$ cat src/sv/uta_pkg.sv
package uta_pkg;

  localparam int unsigned COUNT_W = 7;
  localparam int unsigned BASE_W  = 6;
  localparam int unsigned CHAR_W  = 7;

  localparam logic [BASE_W-1:0] BASE_MIN  = 6'd2;
  localparam logic [BASE_W-1:0] BASE_MAX  = 6'd36;
  localparam logic [BASE_W-1:0] DEC_RADIX = 6'd10;

  localparam logic [CHAR_W-1:0] CHAR_ZERO = 7'd48;  // '0'
  localparam logic [CHAR_W-1:0] CHAR_A    = 7'd65;  // 'A'

  typedef enum logic [2:0] {
    S_IDLE,
    S_DIV,
    S_STORE,
    S_FETCH,
    S_SHOW
  } state_t;

  function automatic logic [CHAR_W-1:0] digit_to_ascii(input logic [BASE_W-1:0] d);
    logic [CHAR_W-1:0] r;
    if (d < DEC_RADIX) begin
      r = CHAR_ZERO + {1'b0, d};
    end else begin
      r = CHAR_A + {1'b0, d - DEC_RADIX};
    end
    return r;
  endfunction

endpackage

$ cat src/sv/uta_ram.sv
module uta_ram #(
  parameter int unsigned WIDTH = 6,
  parameter int unsigned DEPTH = 64
) (
  input  logic                     clk,
  input  logic                     we,
  input  logic [$clog2(DEPTH)-1:0] waddr,
  input  logic [WIDTH-1:0]         wdata,
  input  logic [$clog2(DEPTH)-1:0] raddr,
  output logic [WIDTH-1:0]         rdata
);

  logic [WIDTH-1:0] mem [DEPTH];

  always_ff @(posedge clk) begin
    if (we) begin
      mem[waddr] <= wdata;
    end
    rdata <= mem[raddr];
  end

endmodule

$ cat src/sv/uta_div.sv
// Restoring divider, one quotient bit per cycle. Quotient and remainder
// hold after the last step until the next start.
module uta_div #(
  parameter int unsigned W = 64
) (
  input  logic                       clk,
  input  logic                       rst,
  input  logic                       start,
  input  logic [W-1:0]               dividend,
  input  logic [uta_pkg::BASE_W-1:0] divisor,
  output logic                       last_step,
  output logic [W-1:0]               quotient,
  output logic [uta_pkg::BASE_W-1:0] remainder
);

  localparam int unsigned CW = $clog2(W);

  logic                       busy;
  logic [CW-1:0]              cnt;
  logic [uta_pkg::BASE_W:0]   trial;
  logic                       fits;
  logic [uta_pkg::BASE_W-1:0] rem_next;

  assign trial     = {remainder, quotient[W-1]};
  assign fits      = trial >= {1'b0, divisor};
  assign rem_next  = fits ? uta_pkg::BASE_W'(trial - {1'b0, divisor})
                          : trial[uta_pkg::BASE_W-1:0];
  assign last_step = busy && (cnt == '0);

  always_ff @(posedge clk) begin
    if (rst) begin
      busy <= 1'b0;
      cnt  <= '0;
    end else if (start) begin
      busy <= 1'b1;
      cnt  <= CW'(W - 1);
    end else if (busy) begin
      if (cnt == '0) begin
        busy <= 1'b0;
      end
      cnt <= cnt - 1'b1;
    end
  end

  always_ff @(posedge clk) begin
    if (start) begin
      quotient  <= dividend;
      remainder <= '0;
    end else if (busy) begin
      quotient  <= {quotient[W-2:0], fits};
      remainder <= rem_next;
    end
  end

endmodule

$ cat src/sv/unsigned_to_radix_ascii.sv
// Each digit costs one pass of the bit-serial divider and is stored in the
// digit buffer; digits are then shown, each by a buffer read then an output,
// plus out_ready stalls.
// Digit count, set by value and base, drives the total time per item.
// Throughput: one item at a time; in_ready is high only while idle.
// Reset: synchronous, active high; returns to idle, no item in flight.
module unsigned_to_radix_ascii #(
  parameter int unsigned VALUE_WIDTH = 64
) (
  input  logic        clk,
  input  logic        rst,
  input  logic        in_valid,
  output logic        in_ready,
  input  logic [63:0] value,
  input  logic [5:0]  base,
  output logic        out_valid,
  input  logic        out_ready,
  output logic [6:0]  digit_char,
  output logic [6:0]  digit_count,
  output logic        last_digit
);

  localparam int unsigned AW = $clog2(VALUE_WIDTH);

  uta_pkg::state_t state, state_next;

  logic [uta_pkg::BASE_W-1:0]  base_r, base_sat;
  logic [uta_pkg::COUNT_W-1:0] n, n_next;
  logic [AW-1:0]               idx, idx_next;

  logic                       div_start;
  logic [VALUE_WIDTH-1:0]     div_dividend;
  logic                       div_last;
  logic [VALUE_WIDTH-1:0]     div_quot;
  logic [uta_pkg::BASE_W-1:0] div_rem;

  logic                       ram_we;
  logic [uta_pkg::BASE_W-1:0] ram_rdata;

  always_comb begin
    if (base < uta_pkg::BASE_MIN) begin
      base_sat = uta_pkg::BASE_MIN;
    end else if (base > uta_pkg::BASE_MAX) begin
      base_sat = uta_pkg::BASE_MAX;
    end else begin
      base_sat = base;
    end
  end

  uta_div #(.W(VALUE_WIDTH)) u_div (
    .clk       (clk),
    .rst       (rst),
    .start     (div_start),
    .dividend  (div_dividend),
    .divisor   ((state == uta_pkg::S_IDLE) ? base_sat : base_r),
    .last_step (div_last),
    .quotient  (div_quot),
    .remainder (div_rem)
  );

  // remainders land least significant first, read back from the top down
  uta_ram #(.WIDTH(uta_pkg::BASE_W), .DEPTH(VALUE_WIDTH)) u_ram (
    .clk   (clk),
    .we    (ram_we),
    .waddr (n[AW-1:0]),
    .wdata (div_rem),
    .raddr (idx),
    .rdata (ram_rdata)
  );

  always_ff @(posedge clk) begin
    if (rst) begin
      state <= uta_pkg::S_IDLE;
    end else begin
      state <= state_next;
    end
  end

  always_ff @(posedge clk) begin
    if (state == uta_pkg::S_IDLE) begin
      base_r <= base_sat;
    end
    n   <= n_next;
    idx <= idx_next;
  end

  always_comb begin
    state_next   = state;
    n_next       = n;
    idx_next     = idx;
    in_ready     = 1'b0;
    out_valid    = 1'b0;
    div_start    = 1'b0;
    div_dividend = div_quot;
    ram_we       = 1'b0;
    unique case (state)
      uta_pkg::S_IDLE: begin
        in_ready     = 1'b1;
        div_dividend = value[VALUE_WIDTH-1:0];
        if (in_valid) begin
          div_start  = 1'b1;
          n_next     = '0;
          state_next = uta_pkg::S_DIV;
        end
      end
      uta_pkg::S_DIV: begin
        if (div_last) begin
          state_next = uta_pkg::S_STORE;
        end
      end
      uta_pkg::S_STORE: begin
        ram_we = 1'b1;
        n_next = n + 1'b1;
        if (div_quot == '0) begin
          idx_next   = n[AW-1:0];
          state_next = uta_pkg::S_FETCH;
        end else begin
          div_start  = 1'b1;
          state_next = uta_pkg::S_DIV;
        end
      end
      uta_pkg::S_FETCH: begin
        state_next = uta_pkg::S_SHOW;
      end
      uta_pkg::S_SHOW: begin
        out_valid = 1'b1;
        if (out_ready) begin
          if (idx == '0) begin
            state_next = uta_pkg::S_IDLE;
          end else begin
            idx_next   = idx - 1'b1;
            state_next = uta_pkg::S_FETCH;
          end
        end
      end
      default: begin
        state_next = uta_pkg::S_IDLE;
      end
    endcase
  end

  assign digit_char  = uta_pkg::digit_to_ascii(ram_rdata);
  assign digit_count = n;
  assign last_digit  = (idx == '0);

endmodule
$ cat config.mk
export PLATFORM = sky130hd
export DESIGN_NAME = unsigned_to_radix_ascii
export DESIGN_NICKNAME = d
export VERILOG_FILES = /design/src/sv/uta_pkg.sv /design/src/sv/uta_ram.sv /design/src/sv/uta_div.sv /design/src/sv/unsigned_to_radix_ascii.sv
export SDC_FILE = /design/constraint.sdc
export NUM_CORES = 1
export LEC_CHECK = 0
export BUFFER_PORTS_ARGS = -buffer_cell sky130_fd_sc_hd__buf_2
export CORE_ASPECT_RATIO = 0.6
export CORE_MARGIN = 5
export CORE_UTILIZATION = 60
export CTS_CLUSTER_DIAMETER = 60
export DETAILED_ROUTE_END_ITERATION = 7
export PLACE_DENSITY_LB_ADDON = 0.08
export SLEW_MARGIN = 10
export SYNTH_ARGS = -nofsm -noshare
export SYNTH_HDL_FRONTEND = slang
export SYNTH_SLANG_ARGS = --single-unit
$ cat constraint.sdc
create_clock -name clk -period 8.15 [get_ports clk]
set_clock_uncertainty 0.2 [all_clocks]
set_input_delay 0.815 -clock clk [delete_from_list [all_inputs] [get_ports clk]]
set_output_delay 0.815 -clock clk [all_outputs]
set_load 0.03 [all_outputs]
==> results of run 1 <==
==> worst max-delay path by stage <==
stage	start	to	slack [ps]	cells after the start
6_report	u_div.quotient[47]	u_div.quotient[53]	4600	8
5_1_grt	u_div.quotient[47]	u_div.quotient[52]	4210	8
4_1_cts	u_div.quotient[47]	u_div.quotient[53]	4570	8
3_5_place_dp	base[4]	u_div.remainder[5]	4370	13
3_3_place_gp	base[4]	u_div.quotient[0]	4520	12
2_1_floorplan	state[2]	u_div.quotient[0]	4500	8
==> power groups by stage <==
stage / Combinational, mW / Clock, mW / Sequential, mW
after floorplan: 0.297 / 0 / 3.31
after global routing: 0.704 / 2.09 / 3.19
final: 0.632 / 1.95 / 3.18
after CTS: 0.633 / 1.98 / 3.18
after global placement: 0.616 / 0 / 3.23
after detailed placement: 0.636 / 0 / 3.23
==> layer usage <==
metal	routed length [um]	vias to the layer above	track usage, %	part of all wire [%]
li1	-	4885	-	-
met1	21000	5642	41.6	47
met2	18600	548	31.8	42
met3	4450	42	5.39	10
met4	495	0	4.14	1.1
met5	0	-	0	0
==> registers in the layout, indices dropped and copies added (netlist names) <==
| signal | flops |
|---|---|
| u_ram.mem | 384 |
| u_div.quotient | 64 |
| digit_count | 7 |
| base_r | 6 |
| idx | 6 |
| u_div.cnt | 6 |
| u_div.remainder | 6 |
| u_ram.rdata | 6 |
| state | 3 |
| u_div.busy | 1 |
==> cell families (layout without fill, tap and decap cells) <==
logic type / Yosys count / count (layout)
simple gates: 406 / 406
buf+inv: 82 / 205
fa+ha+maj: 17 / 17
xor+xnor: 23 / 23
compound gates: 83 / 83
flops: 489 / 489
mux: 124 / 124
==> stage by stage <==
step | std cells | utilization, %
floorplan | 1224 | -
global placement | 1727 | 63.0
detailed placement | 1727 | 63.0
CTS | 1806 | 67.0
global route | 1806 | 67.0
finish | 1806 | 67.0
==> cell type report <==
class / count / share of cell area (%)
Multi-Input combinational cell: 653 / 24.2
Clock buffer: 57 / 5.27
Sequential cell: 489 / 64.3
Tap cell: 459 / 2.56
Inverter: 20 / 0.358
Clock inverter: 22 / 0.642
Timing Repair Buffer: 106 / 2.60
==> worst min-delay path, delay by kind of cell, from the launching register on <==
kind | cells | cell delay, ps
flip-flops | 1 | 310
AND/OR/NAND/NOR | 2 | 120
==> cell usage in the layout, fill, tap and decap left out, types with 3 or more instances in the layout <==
| cell | Yosys | routed |
|---|---|---|
| clkbuf_16 | 0 | 45 |
| o21ai_1 | 3 | 3 |
| a21oi_1 | 18 | 18 |
| nor4_1 | 19 | 19 |
| nor3_1 | 6 | 6 |
| a21o_1 | 3 | 3 |
| clkinv_2 | 0 | 12 |
| ha_1 | 14 | 14 |
| buf_2 | 17 | 90 |
| inv_1 | 19 | 19 |
| nor2_1 | 87 | 87 |
| xor2_1 | 10 | 10 |
| clkbuf_1 | 35 | 11 |
| a22oi_1 | 12 | 12 |
| edfxtp_1 | 461 | 461 |
| and2_1 | 5 | 5 |
| a31oi_1 | 8 | 8 |
| nand2b_1 | 7 | 7 |
| xnor2_1 | 13 | 13 |
| nand4_1 | 4 | 4 |
| nand3_1 | 14 | 14 |
| o21a_1 | 6 | 4 |
| nor2b_1 | 7 | 7 |
| nand2_1 | 235 | 235 |
| o22ai_1 | 3 | 3 |
| dfxtp_2 | 0 | 6 |
| and3_1 | 3 | 3 |
| or2_2 | 3 | 3 |
| dfxtp_1 | 28 | 22 |
| clkinv_1 | 0 | 6 |
| mux4_2 | 120 | 120 |
| buf_4 | 0 | 15 |
| or3_1 | 6 | 6 |
| o21ai_0 | 22 | 21 |
==> impl_metrics.csv, run 1 <==
group,metric,value,unit
outcome,status,"finished, final reports clean",
yosys,synthTopCellsByCount,"edfxtp_1 (461), nand2_1 (235), mux4_2 (120)",
die,core,33400,um^2
clock_network,cts_setup_buffers,0,
critical_path,r2r-end,"u_div.quotient[53]",
routing,remaining_drc_errors,0,
critical_path,path_buf_inv,3,
placed_design,place_area,21100,um^2
global_routing,grt_max_degree,99,
sta,hold_viol_final,0,
routing,vias_per_cell,6.16,
die,dieHeight,152,um
yosys,ys_warn_count,0,
critical_path,rrSetupSlack,4600,ps
yosys,ys.flop_type,"edfxtp_1",
yosys,synth_top_family_by_area,"multiplexers",
power,clockPowerShare,33.8,%
yosys,synth_cell_type_count,52,
layout,syn2layout_area_growth,11.1,%
yosys,synth_compound_area_share,2.56,%
critical_path,reg2reg_depth,8,
yosys,synthAdderAreaFrac,1.07,%
worst_hold_path,holdPathStages,2,
layout,layout-drive-gt1-share,22.6,%
sta,slew_violations,0,
routing,ant_nets,0,
critical_path,slowest_stage,"nor4_1",
yosys,synth_area_leaders,"edfxtp_1 (69%), mux4_2 (13%), nand2_1 (4.4%)",
routing,drtIter0Drc,1440,
yosys,synth-seq-area-share,71.4,%
clock_network,clockRootBuffer,"clkbuf_16",
yosys,muxShareOfSynthArea,13.6,%
routing,wl_per_cell,24.6,um
sta,slew_headroom,28.4,%
layout,multi_input_area,5420,um^2
critical_path,worstPathArrival,3550,ps
sta,fin_setup_tns,0,ps
sta,max_freq,0.281,GHz
placed_design,pre_cts_slack,4370,ps
clock_network,clk_latency,550,ps
die,core.rowCount,52,
routing,dr_total_vias,11100,
critical_path,cpMostUsedCell,"buf_4",
sta,tightest_slew,1070,ps
power,leakagePower,7.74,nW
power,switching_share,25.1,%
layout,antenna_cells,0,
sta,finalSetupViolations,0,
worst_hold_path,hold_start,"base_r[0]",
yosys,ys_ff_latch,489,
global_routing,grt-ovfl-total,0,
global_routing,antenna_found_initial,0,
placed_design,hpwlAfterDp,27.9,mm
placed_design,io_buffers,90,
clock_network,clk_pin_slew_worst_paths,70,ps
die,dieArea,37500,um^2
routing,wl,44.5,mm
yosys,synth_area,20200,um^2
placed_design,gp_congestion,0.804,
critical_path,worstPathCellList,"nor4_1 > nand4_1 > nor4_1 > buf_4 > o21ai_4 > buf_4 > o21a_2 > buf_4",
yosys,synth_edf_count,461,
power,power.net_switching,1.45,mW
clock_network,cts_sinks,489,
clock_network,hold_buffers,0,
critical_path,criticalPathCategory,"flip-flop to flip-flop",
flow_run,max_cap_violations,0,
clock_network,htree_levels,2,
sta,setup_ws,4600,ps
die,die_w,247,um
layout,design_area,22400,um^2
critical_path,r2r_start,"u_div.quotient[47]",
power,cellPowerDensity,257,nW/um^2
yosys,synth_xor_area_share,0.999,%
layout,regArea,14400,um^2
yosys,synth_top_area_cell,"edfxtp_1",
sta,fin_hold_ws,266,ps
critical_path,path_max_fanout,65,
clock_network,cts_tree,"built",
power,pwr-share-comb,11.0,%
die,io_pins,91,
yosys,synth.top_cell.area_share,68.7,%
yosys,postSynthCellCount,1224,
clock_network,ctsResizeCount,0,
critical_path,cp_slowest_stage_delay,820,ps
die,start_util,60.3,%
yosys,synthArstFlopShare,0,%
power,internal_power,4.32,mW
layout,fin_nets,1402,
global_routing,grt_pass1_vias,10800,
routing,first_pass_iters,5,
sta,rsz0062_at_grt,"false",
power,p_total,5.76,mW
global_routing,grt.total_usage,24.0,%
sta,fin_crit_sh,43.6,%
worst_hold_path,min_to,"base_r[0]",
critical_path,cp.required,8150,ps
global_routing,grt_pass1_wl,67.7,mm
critical_path,cpLargestDelayFamily,"simple AND/OR/NAND/NOR gates",
power,seqPwrFrac,55.2,%
yosys,syn_nets,1313,
power,ir_drop,172,uV
yosys,synth-simple-area-share,8.57,%
yosys,synth_most_common_cell,"edfxtp_1",
clock_network,cts_buffer_depth,3,
yosys,postSynthAreaPerCell,16.5,um^2
clock_network,cts_buffers,43,
critical_path,cp-start-kind,"flip-flop",
sta,final.min_clock_period,3550,ps
worst_hold_path,hold_path_class,"flip-flop to flip-flop",
layout,fillers,2324,
critical_path,cp-end-kind,"flip-flop",
Note: power is estimated with default switching activity, not from simulation.
==> run 2: changes to the inputs <==
--- a/config.mk
+++ b/config.mk
@@ -8,7 +8,7 @@
 export BUFFER_PORTS_ARGS = -buffer_cell sky130_fd_sc_hd__buf_2
 export CORE_ASPECT_RATIO = 0.6
 export CORE_MARGIN = 5
-export CORE_UTILIZATION = 60
+export CORE_UTILIZATION = 55
 export CTS_CLUSTER_DIAMETER = 60
 export DETAILED_ROUTE_END_ITERATION = 7
 export PLACE_DENSITY_LB_ADDON = 0.08
==> constraint.sdc (replaced) <==
create_clock -name clk -period 2.9 [get_ports clk]
set_clock_uncertainty 0.2 [all_clocks]
set_input_delay 0.29 -clock clk [delete_from_list [all_inputs] [get_ports clk]]
set_output_delay 0.29 -clock clk [all_outputs]
set_load 0.03 [all_outputs]
==> run 2 against run 1 <==
  * Clock power grew to 2.9 times the previous value
  * Largest cell class unchanged
  * Highest routed layer is now met5
  * Critical endpoint is now u_div.remainder[4]
  * Worst setup slack worse by 4500 ps
  * Count of clock-buffer cells in the layout is 2 higher
  * Die area is 8.6% higher
  * Fmax is 26% higher
  * Largest power group unchanged
  * Combinational power grew to 3.3 times the previous value
  * Sequential share of layout area is 4.6 points lower
==> impl_metrics.csv, run 2 (synthesis gave the netlist of run 1 again) <==
group,metric,value,unit
critical_path,r2r_start,"state[1]",
global_routing,grt-ovfl-total,0,
power,cellPowerDensity,696,nW/um^2
clock_network,clk_latency,550,ps
layout,regMostFlops,"u_ram.mem",
global_routing,antenna_found_initial,2,
clock_network,cts_sinks,489,
routing,wl_per_cell,23.6,um
sta,fin_crit_sh,97.6,%
global_routing,grt_max_degree,67,
critical_path,startpoint,"state[1]",
critical_path,endpoint,"u_div.remainder[4]",
sta,max_freq,0.353,GHz
sta,slew_violations,0,
placed_design,io_buffers,90,
power,leakagePower,8.59,nW
layout,syn2layout_area_growth,19.7,%
sta,slew_headroom,48.0,%
layout,layout_commonest_cell,"edfxtp_1",
clock_network,cts_buffer_depth,3,
power,ir_drop,744,uV
critical_path,cp.required,3160,ps
sta,fin_hold_ws,42.3,ps
sta,tightest_slew,779,ps
die,die_w,257,um
layout,regArea,14400,um^2
routing,first_pass_iters,5,
die,io_pins,91,
die,start_util,55.6,%
global_routing,grt_pass1_wl,71.1,mm
critical_path,worstPathArrival,3090,ps
sta,hold_viol_final,0,
critical_path,criticalPathCategory,"flip-flop to flip-flop",
placed_design,pre_cts_slack,-72.5,ps
sta,final.min_clock_period,2830,ps
placed_design,dp_cells,1834,
layout,largest_reg_flops,384,
die,core,36300,um^2
clock_network,cts_buffers,44,
routing,drtIter0Drc,1187,
clock_network,htree_levels,2,
routing,remaining_drc_errors,0,
layout,fillers,2478,
routing,vias_per_cell,5.84,
worst_hold_path,hold_path_class,"input port to flip-flop",
clock_network,cts_tree,"built",
placed_design,gp_congestion,0.807,
critical_path,r2r-end,"u_div.remainder[4]",
clock_network,clk_pin_slew_worst_paths,60,ps
critical_path,cp-start-kind,"flip-flop",
layout,multi_input_area,5540,um^2
outcome,status,"finished, final reports clean",
layout,fin_nets,1567,
sta,setup_ws,70.8,ps
critical_path,path_max_fanout,7,
sta,finalSetupViolations,0,
critical_path,rrSetupSlack,70,ps
layout,layoutNonFillerInstCount,1983,
routing,dr_total_vias,11600,
global_routing,grt_pass1_vias,11600,
die,dieHeight,158,um
clock_network,clockRootBuffer,"clkbuf_16",
layout,final_cell_mix,"edfxtp_1 (461), nand2_1 (234), mux4_2 (120)",
critical_path,cp-end-kind,"flip-flop",
die,core.rowCount,54,
die,dieArea,40700,um^2
routing,ant_nets,0,
layout,layout-drive-gt1-share,27.8,%
critical_path,reg2reg_depth,12,
routing,wl,46.8,mm
flow_run,max_cap_violations,0,
placed_design,hpwlAfterDp,29.8,mm
global_routing,grt.total_usage,23.1,%
## run 2: cell count changes in the layout (fill, tap and decap cells not counted), sizes merged
cell	before	now
clkinvlp	2	1
dlygate4sd3	0	71
diode	0	1
bufinv	1	4
inv	19	21
clkinv	20	9
clkbuf	57	59
buf	106	199
## run 2: cell type report
cell class | instances | area share [%]
Tap cell | 476 | 2.47
Sequential cell | 489 | 59.7
Inverter | 20 | 0.363
Multi-Input combinational cell | 653 | 23.0
Clock buffer | 59 | 5.01
Antenna cell | 1 | 0.0104
Clock inverter | 15 | 0.746
Timing Repair Buffer | 270 | 8.74
## run 2: per-layer routing
layer	vias up	wire, um	track usage, %
li1	5218	-	-
met5	-	13	0
met1	5877	21700	37.1
met3	50	4260	5.74
met2	443	20200	33.2
met4	2	598	4.06
## run 2: metrics by stage
stage	TNS [ps]	utilization (%)	total power [mW]	cell area, um^2
2_1_floorplan	0	-	10.2	20200
3_3_place_gp	-26.2	60.4	11.0	21900
3_5_place_dp	-203	60.4	11.0	21900
4_1_cts	0	66.3	16.8	24000
5_1_grt	-61.6	66.5	17.4	24100
6_report	0	66.5	16.8	24100
## run 2: how the worst min path moves through the flow
stage               from  cells after the start        end  slack, ps
4_1_cts          base[1]                      4  base_r[1]         10
3_5_place_dp   base_r[0]                      2  base_r[0]        240
3_3_place_gp   base_r[0]                      2  base_r[0]        250
5_1_grt          base[1]                      4  base_r[1]         60
2_1_floorplan  base_r[0]                      2  base_r[0]        220
6_report         base[1]                      4  base_r[1]         40
## run 2: critical path, cell delays in order (launching register included)
cell,delay (ps)
dfxtp_2,320
or3_4,430
clkinv_8,80
nand3_1,70
nand2_1,90
ha_2,190
inv_2,40
fa_2,390
a21o_1,190
maj3_2,310
xor2_1,160
o21ai_1,80
a31oi_1,200
## run 2: timing repair
item	4_1_cts	5_1_grt
setup buffers	0	3
gates cloned	0	0
pin swaps	0	6
setup endpoints to repair	5	18
gates resized for setup	3	21
endpoints found under the hold margin	78	0
hold buffers	71	0
## run 2: where the power goes
| part | switching (mW) | internal (mW) |
|---|---|---|
| clock network | 2.46 | 3.27 |
| logic | 1.44 | 0.671 |
| registers | 0.245 | 8.71 |
